<file path="src/rtl/core/scan_observation_dedup_filter_top_macros.svh">
// Assertion macros for the scan observation dedup filter.
// Used by files that assert; they need clk and rst in scope.
`ifndef SCAN_OBSERVATION_DEDUP_FILTER_TOP_MACROS_SVH
`define SCAN_OBSERVATION_DEDUP_FILTER_TOP_MACROS_SVH

// Same-cycle implication, checked outside reset.
`define SODF_ASSERT_IMP(lbl, ante, cons) \
  lbl: assert property (@(posedge clk) disable iff (rst) (ante) |-> (cons)) \
    else $error("same-cycle implication failed");

// Next-cycle implication, checked outside reset.
`define SODF_ASSERT_NXT(lbl, ante, cons) \
  lbl: assert property (@(posedge clk) disable iff (rst) (ante) |=> (cons)) \
    else $error("next-cycle implication failed");

`endif

</file>
<file path="src/rtl/core/sodf_pkg.sv">
// Shared types and constants for the scan observation dedup filter.
// No dependencies; the interfaces, modules and testbench import this package.
`timescale 1ns / 1ps
package sodf_pkg;

  localparam int TABLE_ENTRIES = 24;
  localparam int IDX_W = (TABLE_ENTRIES > 1) ? $clog2(TABLE_ENTRIES) : 1;
  localparam int ADDR_W = 48;
  localparam int KEY_W = 50;
  localparam int TS_W = 48;
  localparam int TAG_W = 32;

  localparam logic [15:0] INTERVAL_RESET = 16'd250;
  localparam logic OP_CLEAR = 1'b1;

  // Stored flag bits.
  localparam int FLG_CONN = 0;
  localparam int FLG_HID = 1;
  localparam int FLG_KBD = 2;
  localparam int FLG_NAME = 3;

  // Decision codes.
  localparam logic [2:0] DEC_NO_SIGNAL = 3'd0;
  localparam logic [2:0] DEC_QUEUE_FULL = 3'd1;
  localparam logic [2:0] DEC_RATE_LIMITED = 3'd2;
  localparam logic [2:0] DEC_NEW_SIGNAL = 3'd3;
  localparam logic [2:0] DEC_INTERVAL = 3'd4;
  localparam logic [2:0] DEC_CLEARED = 3'd5;

  typedef struct packed {
    logic opcode;
    logic [ADDR_W-1:0] device_address;
    logic [1:0] address_kind;
    logic [7:0] adv_kind;
    logic has_name;
    logic [TAG_W-1:0] name_tag;
    logic hid_service_seen;
    logic keyboard_look_seen;
    logic [TS_W-1:0] timestamp_ms;
    logic queue_has_room;
  } report_t;

  typedef struct packed {
    logic forward;
    logic [2:0] decision;
    logic [4:0] slot;
    logic slot_reallocated;
  } result_t;

  typedef struct packed {
    logic load;
    logic lookup;
    logic scan;
    logic decide;
  } dp_cmd_t;

  typedef struct packed {
    logic special;
    logic need_scan;
    logic scan_last;
    logic out_busy;
  } dp_sts_t;

endpackage

</file>
<file path="src/rtl/core/sodf_ctrl.sv">
// Controller state machine for the dedup filter.
// Depends on sodf_pkg; drives the datapath by command and status structs.
`timescale 1ns / 1ps
module sodf_ctrl import sodf_pkg::*; (
  input  logic clk,
  input  logic rst,
  input  logic in_valid,
  output logic in_ready,
  input  dp_sts_t sts,
  output dp_cmd_t cmd
);

  localparam logic [1:0] ST_IDLE = 2'd0;
  localparam logic [1:0] ST_LOOKUP = 2'd1;
  localparam logic [1:0] ST_SCAN = 2'd2;
  localparam logic [1:0] ST_DECIDE = 2'd3;

  logic [1:0] state;
  logic [1:0] state_next;

  assign in_ready = (state == ST_IDLE);

  // Commands and next state.
  always_comb begin
    cmd = '0;
    state_next = state;
    unique case (state)
      ST_IDLE: begin
        cmd.load = in_valid;
        if (in_valid) state_next = ST_LOOKUP;
      end
      ST_LOOKUP: begin
        cmd.lookup = 1'b1;
        if (!sts.special && sts.need_scan) state_next = ST_SCAN;
        else state_next = ST_DECIDE;
      end
      ST_SCAN: begin
        cmd.scan = 1'b1;
        if (sts.scan_last) state_next = ST_DECIDE;
      end
      ST_DECIDE: begin
        cmd.decide = !sts.out_busy;
        if (!sts.out_busy) state_next = ST_IDLE;
      end
      default: state_next = ST_IDLE;
    endcase
  end

  // State register.
  always_ff @(posedge clk) begin
    if (rst) state <= ST_IDLE;
    else state <= state_next;
  end

endmodule

</file>
<file path="config.mk">
export PLATFORM = sky130hd
export DESIGN_NAME = sodf_ctrl
export DESIGN_NICKNAME = d
export VERILOG_FILES = /design/src/rtl/core/scan_observation_dedup_filter_top_macros.svh /design/src/rtl/core/sodf_pkg.sv /design/src/rtl/core/sodf_ctrl.sv
export SDC_FILE = /design/constraint.sdc
export NUM_CORES = 1
export LEC_CHECK = 0
export BUFFER_PORTS_ARGS = -buffer_cell sky130_fd_sc_hd__buf_2
export CAP_MARGIN = 20
export CORE_AREA = 4 4 41 43
export CTS_CLUSTER_SIZE = 24
export DETAILED_ROUTE_END_ITERATION = 10
export DIE_AREA = 0 0 45 47
export REMOVE_ABC_BUFFERS = 1
export SLEW_MARGIN = 40
export SYNTH_ARGS = -nofsm -noshare
export SYNTH_HDL_FRONTEND = slang
export SYNTH_SLANG_ARGS = --single-unit
</file>
<file path="constraint.sdc">
create_clock -name clk -period 2.7 [get_ports clk]
set_clock_uncertainty 0.2 [all_clocks]
set_input_delay 0.405 -clock clk [delete_from_list [all_inputs] [get_ports clk]]
set_output_delay 0.405 -clock clk [all_outputs]
set_load 0.1 [all_outputs]
</file>
Word level (Yosys, flattened, before mapping). Index checks and enable logic that the tools add are counted.

Flip-flop bits (word level): 2. Input port bits: 7. Output and inout port bits: 5. Logic and storage cells: 21.

Equality and inequality tests: 6. Multiplexer cells: 9. Reductions and logical operators: 5.

Operators by type and width (number): one-hot mux 2 bit (4 select lines) (1); two-way mux 2 bit (3); inequality test 2 bit, second input constant (3); two-way mux 1 bit (5); == test 2 bit, second input constant (2); AND reduction 3 bit (1); == test 2 x 1 -> 1 bit, second input constant (1); zero test 1 bit (2); zero test 2 bit (1); logical AND 1 bit (1).

Logic depth before layout (Yosys ltp). Gate-level depths: netlist of run 1.

Depth after elaboration: 4. Gate-level depth with buffers: 5. Mapped depth without buffers: 5.

Worst setup path after synthesis of run 1. OpenSTA, ideal clock, no wires.

Path kind: register to output. From: reg state[0]. To: out cmd[3] (netlist name). Arrival: 1.902 ns. Required time: 2.095 ns. Path slack: 0.193 ns. Stages on the path, launching flop included: 4. Path buffers: 0. Cell sequence: dfxtp_1 inv_1 ha_1 and2_2.

RTL lines: from (decl) (RTL line sodf_ctrl.sv:18) `logic [1:0] state;`; from (signal assigned) (RTL line sodf_ctrl.sv:52) `else state <= state_next;`; to (decl) (RTL line sodf_ctrl.sv:10) `output dp_cmd_t cmd`.

==> results.json, run 1 <==
{
  "status": "finished clean",
  "reg_top3": "state (2)",
  "vias": 205,
  "layout.nets": 48,
  "yosysSeqAreaShare_pct": 19.9,
  "cts_hold_buf": 0,
  "yosysMostFrequentCell": "ha_1",
  "rsz0062_at_grt": "no",
  "syn2layout_area_growth_pct": 47.8,
  "largest-register": "state",
  "max-cap-violations": 0,
  "wire_per_inst_um": 9.14,
  "hold_violations": 0,
  "die_area_mm2": 0.00212,
  "yosysTopAreaCellShare_pct": 24.8,
  "min_period_over_period_pct": 76.7,
  "ys_warn_count": 0,
  "clk_latency_ps": 220,
  "max_slew.worst_pin.slew_ps": 488,
  "syn_avg_cell_area_um2": 9.59,
  "critPathMaxFanout": 5,
  "cts_max_level": 1,
  "min_path_cells": 2,
  "ctsResizeCount": 0,
  "post-cts-setup-buffers": 0,
  "crit_chain": "inv_1, ha_1, and2_2, buf_2",
  "syn_inst": 21,
  "core_mm2": 0.00130,
  "period_needed_ps": 2070,
  "overflow": 0,
  "synth_area_leader_cell": "ha_1",
  "hold_class": "input port to register",
  "ios": 12,
  "finalSetupViolCount": 0,
  "first_pass_iters": 2,
  "synth_cell_types": 16,
  "start_kind": "register",
  "dp_hpwl_um": 366,
  "rows": 13,
  "synth_edf_count": 0,
  "die_h_um": 47,
  "yosys-top-cells-count": "ha_1, dfxtp_1, inv_1",
  "num_antenna_cells": 0,
  "wl_um": 457,
  "initial_utilization_pct": 15.5,
  "drt_iter0_drc": 1,
  "grt_pass1_wl_um": 752,
  "cts-root-buf": "clkbuf_4",
  "final_max_slew_viol_count": 0,
  "r2r.worst_path.cells": 5,
  "synthTopCellsByArea": "ha_1, dfxtp_1, and2b_4",
  "worstPathArrival_ps": 1470,
  "grt_max_degree": 6,
  "die_w_um": 45,
  "relSlewSlack_pct": 67.7,
  "cts_buffers": 3,
  "io_buffers": 11,
  "max_stage_delay_ps": 410,
  "antenna_found_initial": 0,
  "routabilityCongestion": 0.707,
  "cts.path.max_buffers": 2,
  "clkTransAtPathRegs_ps": 30,
  "drive_gt1_share_pct": 48.6,
  "drc_errors": 0,
  "grt_pass1_vias": 202,
  "largest_reg_flops": 2,
  "antenna_left": 0,
  "ys_ff_latch": 2,
  "setup.worst_path.end_class": "output pin",
  "max_freq_mhz": 483,
  "clkSinkCount": 2,
  "setup-tns-final_ps": 0,
  "grt_use_total_pct": 5.59,
  "required_ps": 2100,
  "cp_slowest_cell": "buf_2",
  "synthArstFlopShare_pct": 0,
  "n_fill_cell": 162,
  "syn_area_um2": 201,
  "cts_tree": "done",
  "crit_type": "register to output pin",
  "viasPerCell": 4.10,
  "synth_flop_cell": "dfxtp_1"
}
[cell families after synthesis]
group                      Yosys count  share of synthesized area, %
buffers and inverters                2                          3.73
muxes                                1                          4.97
and+or+nand+nor                      7                          28.0
DFF                                  2                          19.9
adders and majority gates            4                          24.8
AOI/OAI and AO/OA                    5                          18.6
[per-stage QoR]
stage	area (um^2)	utilization [%]	hold slack, ps	setup slack, ps	cells
finish	298	22.9	168	628	50
CTS	298	22.9	157	621	50
global route	298	22.9	164	515	50
floorplan	201	-	267	193	21
global placement	275	21.2	291	866	47
detailed placement	275	21.2	298	862	47
[placed cells by master (no fill, tap or decap), types with 2 or more instances in the layout]
cell type / count
buf_2: 11
clkbuf_4: 3
ha_1: 4
inv_1: 2
dfxtp_1: 2
[path summary, 6_finish.rpt]
check / startpoint / slack [ps] / endpoint
hold reg to reg: state[0]$_SDFFE_PP0P_ / 300 / state[0]$_SDFFE_PP0P_
setup reg to reg: state[1]$_SDFFE_PP0P_ / 940 / state[1]$_SDFFE_PP0P_
setup / recovery: state[0]$_SDFFE_PP0P_ / 630 / cmd[3]
hold / removal: rst / 170 / state[1]$_SDFFE_PP0P_
[final cells by class]
| class | instances | area, um^2 | area share, % |
|---|---|---|---|
| Clock buffer | 3 | 22.5 | 7.56 |
| Inverter | 2 | 7.51 | 2.52 |
| Multi-Input combinational cell | 17 | 154 | 51.7 |
| Sequential cell | 2 | 40.0 | 13.4 |
| Tap cell | 15 | 18.8 | 6.30 |
| Timing Repair Buffer | 11 | 55.1 | 18.5 |
[layer usage]
metal	track usage [%]	vias to the layer above	part of all wire [%]
met5	0	-	0
met4	8.77	0	3.3
li1	-	106	-
met1	4.97	87	37
met2	7.91	10	44
met3	2.30	2	15
[worst max-delay path, delay by kind of cell, from the launching register on]
kind                       cells  cell delay [ps]
buffers and inverters          2              520
and+or+nand+nor                1              160
adders and majority gates      1              240
DFF                            1              320
Power of run 1 is not shown: default switching activity piles up to over one toggle a cycle in this logic, so the estimate is an artifact.
==> run 2, diff against run 1 <==
==> constraint.sdc (replaced) <==
create_clock -name clk -period 1.93 [get_ports clk]
set_clock_uncertainty 0.2 [all_clocks]
set_input_delay 0.2895 -clock clk [delete_from_list [all_inputs] [get_ports clk]]
set_output_delay 0.2895 -clock clk [all_outputs]
set_load 0.1 [all_outputs]
==> run 2 against run 1 <==
- critical path depth shrank 1
- utilization grew 2.4 points
- first-iteration DRC count shrank 100%
- global-route usage fell by 0.15 points
- cell count did not move
==> results.json, run 2 (synthesis results as in run 1) <==
{
  "overflow": 0,
  "rows": 13,
  "drt_iter0_drc": 0,
  "initial_utilization_pct": 15.5,
  "start_kind": "register",
  "min_period_over_period_pct": 95.5,
  "post-cts-setup-buffers": 0,
  "cts_tree": "done",
  "io_buffers": 11,
  "die_w_um": 45,
  "min_path_cells": 2,
  "required_ps": 1440,
  "final_area_um2": 329,
  "place_area_um2": 305,
  "worstPathArrival_ps": 1350,
  "hold_slack_ps": 51.4,
  "hold_class": "input port to register",
  "final_cell_mix": "buf_2, ha_1, clkbuf_4",
  "die_h_um": 47,
  "rrSetupSlack_ps": 150,
  "largest_reg_flops": 2,
  "max-cap-violations": 0,
  "clkTransAtPathRegs_ps": 30,
  "wire_per_inst_um": 8.80,
  "finalSetupViolCount": 0,
  "cts-root-buf": "clkbuf_4",
  "grt_max_degree": 6,
  "syn2layout_area_growth_pct": 63.4,
  "grt_pass1_vias": 199,
  "antenna_found_initial": 0,
  "rsz0062_at_grt": "no",
  "cp-startpoint": "state[0]$_SDFFE_PP0P_",
  "hold_violations": 0,
  "final_max_slew_viol_count": 0,
  "status": "finished clean",
  "max_freq_mhz": 543,
  "clkSinkCount": 2,
  "antenna_left": 0,
  "period_needed_ps": 1840,
  "layout.nets": 48,
  "ios": 12,
  "final_common_cell": "buf_2",
  "r2r.worst_path.cells": 5,
  "largest-register": "state",
  "relSlewSlack_pct": 67.7,
  "reg_top3": "state (2)",
  "core_mm2": 0.00130,
  "vias": 192,
  "num_antenna_cells": 0,
  "cts.path.max_buffers": 2,
  "grt_use_total_pct": 5.44,
  "critPathMaxFanout": 5,
  "wl_um": 440,
  "endpoint": "in_ready",
  "clk_latency_ps": 220,
  "cts_max_level": 1,
  "reg2reg_to": "state[1]$_SDFFE_PP0P_",
  "setup.worst_path.end_class": "output pin",
  "r2r-start": "state[0]$_SDFFE_PP0P_",
  "routabilityCongestion": 0.650,
  "drive_gt1_share_pct": 48.6,
  "first_pass_iters": 1,
  "crit_type": "register to output pin",
  "grt_pass1_wl_um": 765,
  "max_slew.worst_pin.slew_ps": 488,
  "die_area_mm2": 0.00212,
  "drc_errors": 0,
  "viasPerCell": 3.84,
  "cts_buffers": 3
}
## run 2: cell types whose count changed in the layout (fill, tap and decap cells not counted)
| cell | before | now |
|---|---|---|
| buf_12 | 0 | 2 |
| a2111oi_0 | 1 | 0 |
| a2111oi_1 | 0 | 1 |
| buf_2 | 11 | 9 |
## run 2: through the flow
stage / worst slack (ps) / setup TNS, ps / std cells / utilization, %
5_1_grt: 2.38 / 0 / 50 / 25.3
3_5_place_dp: 147 / 0 / 47 / 23.5
6_report: 87.8 / 0 / 50 / 25.3
2_1_floorplan: -461 / -1380 / 21 / -
3_3_place_gp: 170 / 0 / 47 / 23.5
4_1_cts: 70.1 / 0 / 50 / 25.2
## run 2: area by class of cell
class                           instances  area [um^2]
Tap cell                               15         18.8
Timing Repair Buffer                   11         85.1
Clock buffer                            3         22.5
Multi-Input combinational cell         17          155
Sequential cell                         2         40.0
Inverter                                2         7.51
Fill cell                             156          972
## run 2: how the worst min path moves through the flow
stage	start	endpoint	slack [ps]
final	rst	state[1]$_SDFFE_PP0P_	50
after global routing	rst	state[0]$_SDFFE_PP0P_	60
after CTS	rst	state[1]$_SDFFE_PP0P_	40
after detailed placement	rst	state[1]$_SDFFE_PP0P_	280
after global placement	rst	state[1]$_SDFFE_PP0P_	270
after floorplan	rst	state[1]$_SDFFE_PP0P_	160
## run 2: timing repair
action | in CTS | in global routing
gates resized for setup | 0 | 1
hold buffers | 0 | 0
setup endpoints to repair | 0 | 2
## run 2: critical path, cell delays in order (launching register included)
cell and delay [ps]:
dfxtp_1 320, inv_1 110, ha_1 240, buf_2 460
## run 2: routing by layer
metal  routed length [um]  vias to the layer above  part of all wire, %  GRT usage [%]
met2                  202                        8                   46           7.34
met3                   67                        0                   15           2.30
met4                    0                        0                    0           7.02
met1                  170                       80                   39           5.66
met5                    0                        -                    0              0
li1                     -                      104                    -              -
Power of run 2 is left out for the same reason.
