===== config.mk =====
export PLATFORM = sky130hd
export DESIGN_NAME = sodf_dp
export DESIGN_NICKNAME = d
export VERILOG_FILES = /design/src/rtl/core/scan_observation_dedup_filter_top_macros.svh /design/src/rtl/core/sodf_pkg.sv /design/src/rtl/core/sodf_dp.sv
export SDC_FILE = /design/constraint.sdc
export NUM_CORES = 2
export LEC_CHECK = 0
export BUFFER_PORTS_ARGS = -buffer_cell sky130_fd_sc_hd__buf_2
export CORE_AREA = 4 4 568 570
export CTS_BUF_LIST = sky130_fd_sc_hd__clkbuf_8 sky130_fd_sc_hd__clkbuf_16
export CTS_CLUSTER_DIAMETER = 150
export DETAILED_ROUTE_END_ITERATION = 6
export DIE_AREA = 0 0 572 574
export PLACE_DENSITY_LB_ADDON = 0.3
export SYNTH_ARGS = -nofsm -noshare
export SYNTH_HDL_FRONTEND = slang
export SYNTH_SLANG_ARGS = --single-unit

===== constraint.sdc =====
create_clock -name clk -period 15.75 [get_ports clk]
set_input_delay 3.9375 -clock clk [delete_from_list [all_inputs] [get_ports clk]]
set_output_delay 3.9375 -clock clk [all_outputs]
set_load 0.02 [all_outputs]

===== src/rtl/core/scan_observation_dedup_filter_top_macros.svh =====
// Assertion macros for the scan observation dedup filter.
// Used by files that assert; they need clk and rst in scope.
`ifndef SCAN_OBSERVATION_DEDUP_FILTER_TOP_MACROS_SVH
`define SCAN_OBSERVATION_DEDUP_FILTER_TOP_MACROS_SVH

// Same-cycle implication, checked outside reset.
`define SODF_ASSERT_IMP(lbl, ante, cons) \
  lbl: assert property (@(posedge clk) disable iff (rst) (ante) |-> (cons)) \
    else $error("same-cycle implication failed");

// Next-cycle implication, checked outside reset.
`define SODF_ASSERT_NXT(lbl, ante, cons) \
  lbl: assert property (@(posedge clk) disable iff (rst) (ante) |=> (cons)) \
    else $error("next-cycle implication failed");

`endif


===== src/rtl/core/sodf_pkg.sv =====
// Shared types and constants for the scan observation dedup filter.
// No dependencies; the interfaces, modules and testbench import this package.
`timescale 1ns / 1ps
package sodf_pkg;

  localparam int TABLE_ENTRIES = 24;
  localparam int IDX_W = (TABLE_ENTRIES > 1) ? $clog2(TABLE_ENTRIES) : 1;
  localparam int ADDR_W = 48;
  localparam int KEY_W = 50;
  localparam int TS_W = 48;
  localparam int TAG_W = 32;

  localparam logic [15:0] INTERVAL_RESET = 16'd250;
  localparam logic OP_CLEAR = 1'b1;

  // Stored flag bits.
  localparam int FLG_CONN = 0;
  localparam int FLG_HID = 1;
  localparam int FLG_KBD = 2;
  localparam int FLG_NAME = 3;

  // Decision codes.
  localparam logic [2:0] DEC_NO_SIGNAL = 3'd0;
  localparam logic [2:0] DEC_QUEUE_FULL = 3'd1;
  localparam logic [2:0] DEC_RATE_LIMITED = 3'd2;
  localparam logic [2:0] DEC_NEW_SIGNAL = 3'd3;
  localparam logic [2:0] DEC_INTERVAL = 3'd4;
  localparam logic [2:0] DEC_CLEARED = 3'd5;

  typedef struct packed {
    logic opcode;
    logic [ADDR_W-1:0] device_address;
    logic [1:0] address_kind;
    logic [7:0] adv_kind;
    logic has_name;
    logic [TAG_W-1:0] name_tag;
    logic hid_service_seen;
    logic keyboard_look_seen;
    logic [TS_W-1:0] timestamp_ms;
    logic queue_has_room;
  } report_t;

  typedef struct packed {
    logic forward;
    logic [2:0] decision;
    logic [4:0] slot;
    logic slot_reallocated;
  } result_t;

  typedef struct packed {
    logic load;
    logic lookup;
    logic scan;
    logic decide;
  } dp_cmd_t;

  typedef struct packed {
    logic special;
    logic need_scan;
    logic scan_last;
    logic out_busy;
  } dp_sts_t;

endpackage


===== src/rtl/core/sodf_dp.sv =====
// Datapath of the dedup filter: report register, device table, oldest
// search, decision logic and result register. Depends on sodf_pkg.
`timescale 1ns / 1ps
module sodf_dp import sodf_pkg::*; (
  input  logic clk,
  input  logic rst,
  input  logic cfg_we,
  input  logic [15:0] cfg_wdata,
  input  report_t in_payload,
  input  dp_cmd_t cmd,
  output dp_sts_t sts,
  output logic out_valid,
  input  logic out_ready,
  output result_t out_payload
);

  logic [15:0] interval;
  report_t rpt;

  logic entry_valid [TABLE_ENTRIES];
  logic [KEY_W-1:0] entry_key [TABLE_ENTRIES];
  logic [3:0] entry_flags [TABLE_ENTRIES];
  logic [TAG_W-1:0] entry_name_tag [TABLE_ENTRIES];
  logic [TS_W-1:0] entry_last [TABLE_ENTRIES];

  logic [IDX_W-1:0] slot;
  logic realloc;
  logic [IDX_W-1:0] cnt;
  logic [TS_W-1:0] best_ts;

  logic [KEY_W-1:0] key;
  logic [3:0] obs;
  logic hit, have_free;
  logic [IDX_W-1:0] hit_idx, free_idx, rd_idx;
  logic [TS_W-1:0] last_rd, last_eff;
  logic [3:0] stored;
  logic adds, passed, fwd;
  logic [TS_W-1:0] elapsed;
  result_t res;

  // Configuration register.
  always_ff @(posedge clk) begin
    if (rst) interval <= INTERVAL_RESET;
    else if (cfg_we) interval <= cfg_wdata;
  end

  // Report register.
  always_ff @(posedge clk) begin
    if (cmd.load) rpt <= in_payload;
  end

  assign key = {rpt.address_kind, rpt.device_address};
  assign obs[FLG_CONN] = (rpt.adv_kind == 8'd0) || (rpt.adv_kind == 8'd1);
  assign obs[FLG_HID] = rpt.hid_service_seen;
  assign obs[FLG_KBD] = rpt.keyboard_look_seen;
  assign obs[FLG_NAME] = rpt.has_name;

  // Parallel key match and first free entry, lowest index first.
  always_comb begin
    hit = 1'b0;
    hit_idx = '0;
    have_free = 1'b0;
    free_idx = '0;
    for (int i = 0; i < TABLE_ENTRIES; i++) begin
      if (!hit && entry_valid[i] && entry_key[i] == key) begin
        hit = 1'b1;
        hit_idx = IDX_W'(i);
      end
      if (!have_free && !entry_valid[i]) begin
        have_free = 1'b1;
        free_idx = IDX_W'(i);
      end
    end
  end

  assign sts.special = (rpt.opcode == OP_CLEAR) || (obs == 4'd0) || !rpt.queue_has_room;
  assign sts.need_scan = !hit && !have_free;
  assign sts.scan_last = (cnt == IDX_W'(TABLE_ENTRIES - 1));
  assign sts.out_busy = out_valid && !out_ready;

  // One read port into the time array, shared by the scan and the decision.
  assign rd_idx = cmd.scan ? cnt : slot;
  assign last_rd = entry_last[rd_idx];

  // Slot selection and the oldest-entry scan, one entry per cycle.
  always_ff @(posedge clk) begin
    if (cmd.lookup) begin
      slot <= hit ? hit_idx : free_idx;
      realloc <= !hit;
      cnt <= '0;
      best_ts <= '1;
    end else if (cmd.scan) begin
      cnt <= cnt + IDX_W'(1);
      if (last_rd < best_ts) begin
        best_ts <= last_rd;
        slot <= cnt;
      end
    end
  end

  // Forwarding decision; a newly taken entry reads as empty.
  assign stored = realloc ? 4'd0 : entry_flags[slot];
  assign last_eff = realloc ? '0 : last_rd;
  assign elapsed = rpt.timestamp_ms - last_eff;
  assign passed = (rpt.timestamp_ms >= last_eff) && (elapsed >= TS_W'(interval));
  always_comb begin
    adds = ((obs[2:0] & ~stored[2:0]) != 3'd0);
    if (obs[FLG_NAME] && (!stored[FLG_NAME] || entry_name_tag[slot] != rpt.name_tag)) begin
      adds = 1'b1;
    end
  end
  assign fwd = adds || passed;

  // Result value.
  always_comb begin
    res = '0;
    if (rpt.opcode == OP_CLEAR) begin
      res.decision = DEC_CLEARED;
    end else if (obs == 4'd0) begin
      res.decision = DEC_NO_SIGNAL;
    end else if (!rpt.queue_has_room) begin
      res.decision = DEC_QUEUE_FULL;
    end else begin
      res.forward = fwd;
      res.decision = !fwd ? DEC_RATE_LIMITED : (adds ? DEC_NEW_SIGNAL : DEC_INTERVAL);
      res.slot = 5'(slot);
      res.slot_reallocated = realloc;
    end
  end

  // Table update.
  always_ff @(posedge clk) begin
    if (rst) begin
      for (int i = 0; i < TABLE_ENTRIES; i++) entry_valid[i] <= 1'b0;
    end else if (cmd.decide) begin
      if (rpt.opcode == OP_CLEAR) begin
        for (int i = 0; i < TABLE_ENTRIES; i++) entry_valid[i] <= 1'b0;
      end else if (!sts.special && realloc) begin
        entry_valid[slot] <= 1'b1;
      end
    end
  end

  always_ff @(posedge clk) begin
    if (cmd.decide && !sts.special) begin
      if (realloc) entry_key[slot] <= key;
      if (fwd) begin
        entry_flags[slot] <= stored | obs;
        if (obs[FLG_NAME]) entry_name_tag[slot] <= rpt.name_tag;
        entry_last[slot] <= rpt.timestamp_ms;
      end else if (realloc) begin
        entry_flags[slot] <= 4'd0;
        entry_last[slot] <= '0;
      end
    end
  end

  // Result register.
  always_ff @(posedge clk) begin
    if (rst) out_valid <= 1'b0;
    else if (cmd.decide) out_valid <= 1'b1;
    else if (out_ready) out_valid <= 1'b0;
  end

  always_ff @(posedge clk) begin
    if (cmd.decide) out_payload <= res;
  end

endmodule


Word-level counts from Yosys, hierarchy flattened
Memory sizes are Yosys's and may differ from the RTL's. A register that Yosys moved wholly into a read port is not among the register bits.
Index checks and enable logic that the tools add are counted.
W data, S select, Z words.

word-level totals
  flip-flop bits (word level) = 229
  latch bits = 0
  RAM bits = 3240
  memory bits (read-only) = 0
  bits of input ports = 167
  output and inout bits = 15
  logic and storage cells = 416
  memories = 5

operators by class
  $add $sub $neg = 2
  multiply operators = 0
  div/mod/pow operators = 0
  $lt $le $gt $ge = 3
  eq/ne operators = 27
  shift-type cells = 0
  mux-type cells = 163
  bitwise logic cells = 30
  reductions and logical operators = 165

memory list
  name            words  bits a word  rd ports  clocked after Yosys merged registers in  write ports  RTL line       source
  entry_key       24     50           24        0                                        1            sodf_dp.sv:21  logic [KEY_W-1:0] entry_key [TABLE_ENTRIES];
  entry_last      24     48           1         0                                        1            sodf_dp.sv:24  logic [TS_W-1:0] entry_last [TABLE_ENTRIES];
  entry_name_tag  24     32           1         1                                        1            sodf_dp.sv:23  logic [TAG_W-1:0] entry_name_tag [TABLE_ENTRIES];
  entry_flags     24     4            1         1                                        1            sodf_dp.sv:22  logic [3:0] entry_flags [TABLE_ENTRIES];
  entry_valid     24     1            24        0                                        24           sodf_dp.sv:20  logic entry_valid [TABLE_ENTRIES];

operator list
  operator               number
  $eq A50 B50 Y1         24
  $mux W5                52
  $mux W1                103
  $mux W48               2
  $logic_and A1 B1 Y1    76
  $logic_not A1 Y1       74
  $ge A48 B16 Y1         1
  $ge A48 B48 Y1         1
  $lt A48 B48 Y1         1
  $sub A48 B48 Y48       1
  $ne A32 B32 Y1         1
  $or A1 B1 Y1           26
  $mux W3                4
  $eq A8 B1 Y1 const B   1
  $logic_not A8 Y1       1
  $mux W4                2
  $reduce_bool A2 Y1     3
  $add A5 B1 Y5 const B  1
  $eq A5 B5 Y1 const B   1
  $logic_or A1 B1 Y1     5
  $logic_not A4 Y1       1
  $or A4 B4 Y4           1
  $reduce_and A2 Y1      2
  $and A3 B3 Y3          1
  other kinds (5)        5

Logic depth before layout (Yosys ltp)
An unclocked memory read counts as a cell.

  word-level depth = 99
  gate-level depth with buffers = 34
  mapped depth without buffers = 29

Worst setup path after synthesis
Ideal clock, no wire load.

  kind = input to register
  start point = in cmd[1] (netlist name)
  end point = mem entry_flags[11][0], enable pin
  library setup time = 0.592 ns
  data arrival time = 14.304 ns
  path slack = 0.854 ns
  cell stages on the path = 31
  cell sequence = mux2i_1 -> buf_2 -> clkbuf_1 -> buf_1 -> mux4_2 -> nand2_1 -> nand2_1 -> o211ai_1 -> o21ai_0 -> nand2b_1 -> ha_1 -> nor2_1 -> a211oi_1 -> nor2_1 -> o31ai_1 -> a21o_1 -> a21o_1 -> a21o_1 -> a21oi_1 -> xnor2_1 -> ha_1 -> nand4_1 -> nor2_1 -> o21ai_0 -> o2111ai_1 -> or4_1 -> nor4_1 -> and3_1 -> o21ba_4 -> buf_2 -> nor4_1

between the ends
  cells in the longest elaborated chain, start to end = 11
  elaborated cells on any way between the ends = 15

RTL lines
  what                               RTL line                        source
  start, declared                    sodf_dp.sv:10                   input dp_cmd_t cmd,
  $mux W5 *                          sodf_dp.sv:82                   assign rd_idx = cmd.scan ? cnt : slot;
  $mem_v2 Z24 W48 *                  n/a
  via last_rd[2]                     sodf_dp.sv:35                   logic [TS_W-1:0] last_rd, last_eff;
  $mux W48 *                         sodf_dp.sv:103                  assign last_eff = realloc ? '0 : last_rd;
  $sub A48 B48 Y48                   sodf_dp.sv:104                  assign elapsed = rpt.timestamp_ms - last_eff;
  $ge A48 B16 Y1                     sodf_dp.sv:105                  assign passed = (rpt.timestamp_ms >= last_eff) && (elapsed >= TS_W'(interval));
  $logic_and A1 B1 Y1 *              sodf_dp.sv:105
  $logic_or A1 B1 Y1 *               sodf_dp.sv:112                  assign fwd = adds || passed;
  $mux W1                            sodf_dp.sv:147                  if (fwd) begin
  $mux W1                            sodf_dp.sv:145                  if (cmd.decide && !sts.special) begin
  $mux W1, on equally long branches  sodf_dp.sv:148, sodf_dp.sv:152
  $or A1 B1 Y1 (no line) *           n/a
  end, declared                      sodf_dp.sv:22

Mark *: on every way through the listed nets, which the timed path passes. The rest lies on a longest branch.

Final worst setup path
  start point = in cmd[1] (netlist name)
  end point = mem entry_last[11][8], enable pin

between the ends
  cells in the longest elaborated chain, start to end = 11
  elaborated cells on any way between the ends = 15

RTL lines
  what                               RTL line
  $mux W5 *                          sodf_dp.sv:82
  $mem_v2 Z24 W48 *                  n/a
  via last_rd[10]                    sodf_dp.sv:35
  $mux W48 *                         sodf_dp.sv:103
  $sub A48 B48 Y48                   sodf_dp.sv:104
  $ge A48 B16 Y1                     sodf_dp.sv:105
  $logic_and A1 B1 Y1 *              sodf_dp.sv:105
  $logic_or A1 B1 Y1 *               sodf_dp.sv:112
  $mux W1                            sodf_dp.sv:147
  $mux W1                            sodf_dp.sv:145
  $mux W1, on equally long branches  sodf_dp.sv:150, sodf_dp.sv:153
  $or A1 B1 Y1 (no line) *           n/a
  end, declared                      sodf_dp.sv:24

Marks and branches as above.

==> impl_metrics.csv <==
group,metric,value,unit
run_status,status,"complete, but fails checks",
run_status,failed_checks,"DRC",
sta,rsz0062_at_grt,"false",
synthesis,syn_area,142000,µm²
die,io_pins,182,
critical_path,cpPeakStageDelay,0.64,ns
layout,num-fill-cells,25332,
power,ir_worst_vdd,0.000102,V
layout,layout_commonest_cell,"edfxtp_1",
sta,finalHoldViolCount,0,
sta,slew-limit-headroom,15.0,%
route,wl_per_cell,28.8,µm
sta,setup_slack,2.78,ns
critical_path,crit_path_max_fanout,77,
placed_design,portBuffers,180,
critical_path,crit_type,"in2reg",
critical_path,end_kind,"flop",
synthesis,synth-edff-count,3374,
clock_tree,holdBufCountCts,0,
route,routed_wl,372000,µm
critical_path,startpoint,"cmd[1]",
synthesis,synthCells,8111,
sta,setup_viol,0,
clock_tree,cts.path.max_buffers,4,
power,total_power,20.7,mW
critical_path,r2r_cells,28,
sta,period_share,82.4,%
clock_tree,cts_buffers,364,
synthesis,synth_async_sr_flop_share,0,%
synthesis,netlist.top_cell.by_area,"edfxtp_1",
die,die_h,574,µm
die,initial_core_util,44.8,%
power,p_leak,51.8,nW
sta,report.final.slew_viol_count,0,
synthesis,synth_top_area_share,71.3,%
critical_path,arrival,13.43,ns
sta,fin_skew,0.0989,ns
layout,nNetsFinal,8753,
global_routing,grt_max_degree,112,
route,detail-route-antenna-nets,0,
critical_path,required,16.21,ns
placed_design,dpl.hpwl,212000,µm
sta,whs,0.475,ns
route,firstDrtPassIters,7,
global_routing,first_global_vias,76538,
global_routing,grt_usage,22.3,%
placed_design,dp_slack,1.91,ns
die,die_w,572,µm
critical_path,critPathLaunchType,"primary input",
route,route.vias.total,76530,
critical_path,r2r-end,"entry_last[11][8]",
clock_tree,cts_setup_buffers,0,
critical_path,reg2reg_slack,5.65,ns
worst_hold_path,hp-class,"reg2reg",
global_routing,grt_overflow_total,0,
synthesis,synth_area_per_cell,17.5,µm²
sta,finalCriticalPeriod,12.97,ns
die,row_count,207,
layout,synthToLayoutAreaGrowth,13.0,%
clock_tree,cts_resized,0,
synthesis,synth_seq_cells,3473,
clock_tree,clkSlewWorstSetupHoldPaths,0.06,ns
synthesis,seq_area_frac_synth,72.7,%
sta,tns,0,ns
synthesis,ys.flop_type,"edfxtp_1",
route,first_iter_violations,8173,
synthesis,synthTopCellsByArea,"edfxtp_1, mux4_2, xnor2_1",
power,p_per_area,129,nW/µm²
synthesis,synth_cell_types,85,
clock_tree,cts.root.buffer_cell,"clkbuf_16",
global_routing,antenna_found_initial,19,
layout,final_cell_mix,"edfxtp_1, xnor2_1, mux4_2",
layout,layout-drive-gt1-share,17.8,%
route,drc,1,
layout,fin_cells,12950,
die,fp.coreArea,317000,µm²
synthesis,yosysWarnings,0,
critical_path,cp_common_cell,"nand2_1",
clock_tree,cts_sinks,3473,
clock_tree,cts_tree,"done",
critical_path,worstSetupEndpoint,"entry_last[11][8]",
sta,tightestPinTransition,1.28,ns
critical_path,r2r-start,"slot[0]",
clock_tree,htreeDepth,5,
clock_tree,worstSkewPairLatency,0.94,ns
placed_design,place_inst,12287,
sta,fmax,0.0771,GHz
route,vias_per_cell,5.91,
die,die_area,328000,µm²
flow_run,max-cap-violations,0,
critical_path,slowest_stage,"a2111oi_0",
placed_design,gp_congestion,0.897,
global_routing,grt_pass1_wl,539000,µm
synthesis,synth_nets,8391,
critical path, delay by kind of cell:
family	cells	cell delay (ns)
AOI/OAI and AO/OA	7	2.38
xor gates and xnor gates	1	0.09
adders and majority gates	2	0.48
buffers and inverters	5	2.56
muxes	2	0.92
and+or+nand+nor	12	2.84
per-layer routing:
| metal | GRT usage, % | vias to the layer above | wire, µm |
|---|---|---|---|
| met5 | 0 | - | 27 |
| met4 | 6.85 | 4 | 11900 |
| met3 | 2.86 | 626 | 27700 |
| met2 | 35.5 | 3266 | 176000 |
| met1 | 32.3 | 40124 | 157000 |
| li1 | - | 32510 | - |
worst min path at each step:
stage | cells past startpoint | endpoint | slack, ns | start
finish | 2 | best_ts[32] | 0.48 | best_ts[32]
detailed placement | 2 | best_ts[20] | 0.46 | best_ts[20]
CTS | 2 | best_ts[32] | 0.48 | best_ts[32]
floorplan | 2 | best_ts[36] | 0.44 | best_ts[36]
global route | 2 | best_ts[21] | 0.50 | best_ts[21]
global placement | 2 | best_ts[47] | 0.46 | best_ts[47]
metrics by stage:
step / util (%) / cell area (µm²)
final: 50.6 / 161000
after global routing: 50.6 / 161000
after CTS: 50.6 / 161000
after detailed placement: 47.0 / 149000
after global placement: 47.0 / 149000
after floorplan: - / 142000
report_power, final:
part           switching, mW  internal [mW]
Clock                   3.54           4.82
Combinational           1.17          0.714
Sequential             0.138           10.3
cell families after synthesis:
kind of cell,share of synthesized area [%]
AOI/OAI and AO/OA,3.62
xor gates and xnor gates,6.83
adders and majority gates,1.00
buffers and inverters,1.82
DFF,72.7
muxes,9.01
and+or+nand+nor,5.04
registers in the layout (all words and copies together) (netlist names), named ones only:
name            cells
best_ts            48
cnt                 5
entry_flags        96
entry_key        1200
entry_last       1152
entry_name_tag    768
entry_valid        24
interval           16
key                50
obs                 3
out_payload        10
out_valid           1
realloc             1
rpt                89
slot                5
layout make-up:
class / instances / area [µm²] / area share, %
antenna: 5 / 12.5 / 0.00779
timing repair buffer: 446 / 3100 / 1.93
sequential: 3473 / 103000 / 64.3
multi-input combinational: 4028 / 36800 / 22.9
inverter: 160 / 601 / 0.374
tap: 4180 / 5230 / 3.26
clock inverter: 273 / 2180 / 1.36
clock buffer: 385 / 9480 / 5.90
Yosys cell counts (all sizes together), types with 21 or more instances:
cell type	n
a21o	40
a21oi	130
a22oi	21
buf	228
clkbuf	222
dfxtp	99
edfxtp	3374
ha	112
inv	158
mux2i	166
mux4	488
nand2	412
nand2b	118
nand3	93
nand4	236
nor2	155
nor2b	26
nor3	86
nor4	171
o2111ai	23
o211ai	67
o21ai	135
o221ai	28
o22ai	79
xnor2	768
xor2	340
Power figures use the tool's default switching activity.
